### config.mk
export PLATFORM = sky130hd
export DESIGN_NAME = spq_cell
export DESIGN_NICKNAME = d
export VERILOG_FILES = /design/src/sv/spq_pkg.sv /design/src/sv/spq_cell.sv
export SDC_FILE = /design/constraint.sdc
export NUM_CORES = 1
export LEC_CHECK = 0
export ABC_AREA = 1
export BUFFER_PORTS_ARGS = -buffer_cell sky130_fd_sc_hd__buf_2
export CAP_MARGIN = 20
export CELL_PAD_IN_SITES_DETAIL_PLACEMENT = 1
export CELL_PAD_IN_SITES_GLOBAL_PLACEMENT = 2
export CORE_ASPECT_RATIO = 0.9
export CORE_MARGIN = 5
export CORE_UTILIZATION = 23
export DETAILED_ROUTE_END_ITERATION = 7
export PLACE_DENSITY = 0.81
export SETUP_SLACK_MARGIN = 0.5
export SYNTH_ARGS = -nofsm -noshare
export SYNTH_HDL_FRONTEND = slang
export SYNTH_SLANG_ARGS = --single-unit
### constraint.sdc
create_clock -name clk -period 4.75 [get_ports clk]
set_input_delay 1.1875 -clock clk [delete_from_list [all_inputs] [get_ports clk]]
set_output_delay 1.1875 -clock clk [all_outputs]
set_load 0.01 [all_outputs]
### src/sv/spq_pkg.sv
// ----------------------------------------------------------------------------
// spq_pkg: shared definitions of the sorted priority queue
// Default sizes, result status codes and the control word that the queue
// broadcasts to every cell of the chain.
// ----------------------------------------------------------------------------
package spq_pkg;

    localparam int CAPACITY_DEF  = 64;
    localparam int KEY_WIDTH_DEF = 16;
    localparam int TAG_WIDTH_DEF = 16;

    localparam int STATUS_WIDTH = 2;

    localparam logic [STATUS_WIDTH-1:0] STATUS_OK    = 2'd0;
    localparam logic [STATUS_WIDTH-1:0] STATUS_EMPTY = 2'd1;
    localparam logic [STATUS_WIDTH-1:0] STATUS_FULL  = 2'd2;

    // Broadcast to all cells: at most one of the two is set in a cycle.
    typedef struct packed {
        logic push;
        logic pop;
    } cell_ctl_t;

endpackage

### src/sv/spq_cell.sv
// ----------------------------------------------------------------------------
// spq_cell: one slot of the sorted queue
// Holds one key and tag. On a push it keeps its entry, takes the new entry
// or takes the entry of the cell above; on a pop it takes the cell below.
// ----------------------------------------------------------------------------
module spq_cell #(
    parameter int KEY_WIDTH = spq_pkg::KEY_WIDTH_DEF,
    parameter int TAG_WIDTH = spq_pkg::TAG_WIDTH_DEF
) (
    input  logic                  clk,
    input  spq_pkg::cell_ctl_t    ctl,
    input  logic [KEY_WIDTH-1:0]  in_key,
    input  logic [TAG_WIDTH-1:0]  in_tag,
    input  logic                  occupied,
    input  logic                  upper_gt,
    input  logic [KEY_WIDTH-1:0]  upper_key,
    input  logic [TAG_WIDTH-1:0]  upper_tag,
    input  logic [KEY_WIDTH-1:0]  lower_key,
    input  logic [TAG_WIDTH-1:0]  lower_tag,
    output logic                  gt,
    output logic [KEY_WIDTH-1:0]  key,
    output logic [TAG_WIDTH-1:0]  tag
);

    logic [KEY_WIDTH-1:0] key_reg;
    logic [KEY_WIDTH-1:0] key_next;
    logic [TAG_WIDTH-1:0] tag_reg;
    logic [TAG_WIDTH-1:0] tag_next;

    // The held entries are sorted, so the cells with gt set form a prefix
    // from the top; the new entry lands in the first cell without it.
    assign gt = occupied && (key_reg > in_key);

    always_comb
    begin
        key_next = key_reg;
        tag_next = tag_reg;
        if (ctl.push)
        begin
            if (gt)
            begin
                key_next = key_reg;
                tag_next = tag_reg;
            end
            else if (upper_gt)
            begin
                key_next = in_key;
                tag_next = in_tag;
            end
            else
            begin
                key_next = upper_key;
                tag_next = upper_tag;
            end
        end
        else if (ctl.pop)
        begin
            key_next = lower_key;
            tag_next = lower_tag;
        end
    end

    always_ff @(posedge clk)
    begin
        key_reg <= key_next;
        tag_reg <= tag_next;
    end

    assign key = key_reg;
    assign tag = tag_reg;

endmodule

==> summary.txt <==
Worst setup path
  • Required time worst endpoint: 3.56 ns
  • Worst setup path category: in2out
  • Worst reg-to-reg setup slack: between 2 and 2.5 ns
  • Worst setup SP type: input pin
  • Reg2Reg Depth: 9
  • RR Startpoint: key[15]
  • FF-to-FF End: key[8]
  • CP arrival: ~2.4 ns
  • Worst Path Max Fanout: 2
  • Kind of end point of the critical path: output pin

Timing
  • Total negative slack: 0 ns
  • Max frequency: approximately 0.28 GHz
  • Final setup viols: 0
  • Worst setup margin: 1.191 ns
  • Worst Tran Pin Value: ~0.77 ns
  • Pins Over Slew Limit: 0
  • RSZ-0062 raised after global routing: no
  • Period utilization: 0.7492
  • Min Tclk post-route: roughly 3.6 ns
  • Final setup skew: 0.003870 ns
  • Slew headroom: 0.4876
  • Hold Fails Final Rpt: 0
  • Hold Slack: around 1.2 ns

Floorplanning
  • Rows: 32
  • Height of the die: between 90 and 100 um
  • Die W: roughly 110 um
  • Initial core utilization: 0.2384
  • Core area: ~0.0086 sq mm
  • I/O pins: approximately 130
  • DIE AREA: between 0.01 and 0.015 sq mm

Power and ir drop
  • Pwr Density: approximately 270 mW/mm^2
  • Static leakage: ~1.5 nW
  • IR drop worst, VDD: ~79 uV

Final layout
  • Antenna cells: 0
  • Layout cell share with drive strength beyond 1: 0.3943
  • Most frequent cells in the layout: buf_2, o21ai_1, nand2_1, nor2_1, edfxtp_1
  • Design Area, Final: roughly 0.0029 sq mm
  • FILL cells: 1,141
  • Commonest non-fill, non-tap cell in the layout: buf_2
  • Nets: around 500
  • Area Growth Syn to Fin: 41.26%

Routing
  • Detailed Route Iter0 Violations: 32
  • Routed wire length per instance: between 10 and 15 um
  • Drt pass-1 iters: 4
  • Post-DR vias/cell: 4.319
  • Residual DRC: 0
  • Routed Antenna Nets: 0
  • WL final: ~7300 um
  • Via count: 2,168

Clock tree
  • Cts hold-fix bufs: 0
  • Worst-Skew Late Latency: approximately 0.28 ns
  • CTS Buffer Depth: 2
  • Clock root buffer: clkbuf_8
  • Postcts setup bufs: 0
  • Clock transition at path regs: approximately 0.07 ns
  • CTS Sinks: 32
  • CTS Buf Count: 5
  • CTS tree: yes
  • CTS H-tree depth: 2
  • Post-CTS sizing: 0

Logic synthesis
  • Synthesized Nets: ~370
  • Synth warn: 0
  • Synth Instances: between 200 and 300
  • Synth top area cells: edfxtp_1, o21ai_1, ha_1
  • Synth area leader: edfxtp_1
  • Synth cell types: 18
  • Yosys top cell area share: 0.4660
  • Avg Cell Area, Syn: 8.215 sq um
  • Mapped Area: ~0.0021 sq mm
  • Seq cells post-synth: 32
  • Seq/Total Area, Yosys: 0.4660

GRT
  • Initial antenna violation count: 0
  • Largest net degree at the start of global routing: 34
  • Number of global-route vias before repair: 2,319
  • Gr ovfl total: 0
  • Gr usage total: 0.1339
  • First-pass GRT wire length: approximately 11,000 um

Placement
  • GP Congestion: ~0.72
  • Dpl cell area: approximately 0.0028 sq mm
  • I/O Buffers: between 100 and 150
  • Pre-CTS WS: 1.177 ns
  • DP HPWL: 5797 um

Worst hold path
  • Hold Path Stages: 3
  • Min-Delay Path Class: in2reg
  • HP Start: lower_tag[6]
  • WHS Endpoint: tag[6]

Run
  • Maxcap violations: 0

Status
  • Outcome: finished, final reports clean
==> metrics by stage <==
| step | power (W) | instances | util |
|---|---|---|---|
| after floorplan | 0.0004807 | 251 | - |
| after global placement | 0.0005826 | 494 | 0.3275 |
| after detailed placement | 0.0005867 | 494 | 0.3275 |
| after CTS | 0.0007907 | 502 | 0.3368 |
| after global routing | 0.0008237 | 502 | 0.3368 |
| final | 0.0007726 | 502 | 0.3368 |
==> where the power goes <==
group,switching (W),internal [W],leakage [nW]
Clock,0.0000966,0.000102,0.0399
Sequential,0.0000111,0.000351,0.319
Combinational,0.000122,0.0000907,1.09
Total,0.000229,0.000543,1.45
==> layout make-up <==
| type | instances | area [sq um] | area share |
|---|---|---|---|
| clock buffer | 7 | 76.32 | 0.02620 |
| clock inverter | 1 | 3.754 | 0.001289 |
| inverter | 24 | 90.09 | 0.03093 |
| multi-input combinational | 183 | 944.7 | 0.3243 |
| sequential | 32 | 960.9 | 0.3299 |
| tap | 119 | 148.9 | 0.05112 |
| timing repair buffer | 136 | 688.2 | 0.2363 |
==> metal layers <==
metal | routed length, um | global-route usage | vias to the layer above
li1 | - | - | 1103
met2 | 3576 | 0.2281 | 78
met1 | 2999 | 0.1601 | 981
met3 | 659 | 0.05080 | 6
met4 | 68 | 0.02876 | 0
met5 | 0 | 0 | -
==> worst max path at each step <==
| stage | from | endpoint | slack (ns) | cells after the start |
|---|---|---|---|---|
| finish | in_key[15] | gt | 1.19 | 10 |
| global route | in_key[15] | gt | 1.07 | 10 |
| CTS | in_key[15] | gt | 1.17 | 10 |
| detailed placement | in_key[15] | key[8] | 1.18 | 11 |
| global placement | in_key[15] | gt | 1.20 | 10 |
| floorplan | in_key[15] | gt | 1.53 | 8 |
==> kinds of logic after synthesis <==
kind of cell / count (synthesis) / share of synthesized area
AOI/OAI and AO/OA: 73 / 0.1796
buffers and inverters: 36 / 0.07585
adders and majority gates: 16 / 0.09709
DFF: 32 / 0.4660
and+or+nand+nor: 94 / 0.1814
==> critical path: stages <==
cell and delay (ns):
buf_2 0.10, inv_1 0.05, ha_1 0.29, nand2_1 0.08, nor2_2 0.15, nand2_1 0.08
o21a_1 0.20, nand2_2 0.08, inv_1 0.04, buf_2 0.13
==> Yosys cell counts <==
cell       n
o21ai_1   64
nand2_1   52
nor2_1    35
edfxtp_1  32
inv_1     19
ha_1      16
buf_2     11
a21oi_1    6
inv_2      5
nand2_2    3
a21o_1     1
buf_6      1
nand3_1    1
nand4_1    1
nor2_2     1
nor2_4     1
o21a_1     1
o21ai_0    1
Note: power is estimated with default switching activity, not from simulation.
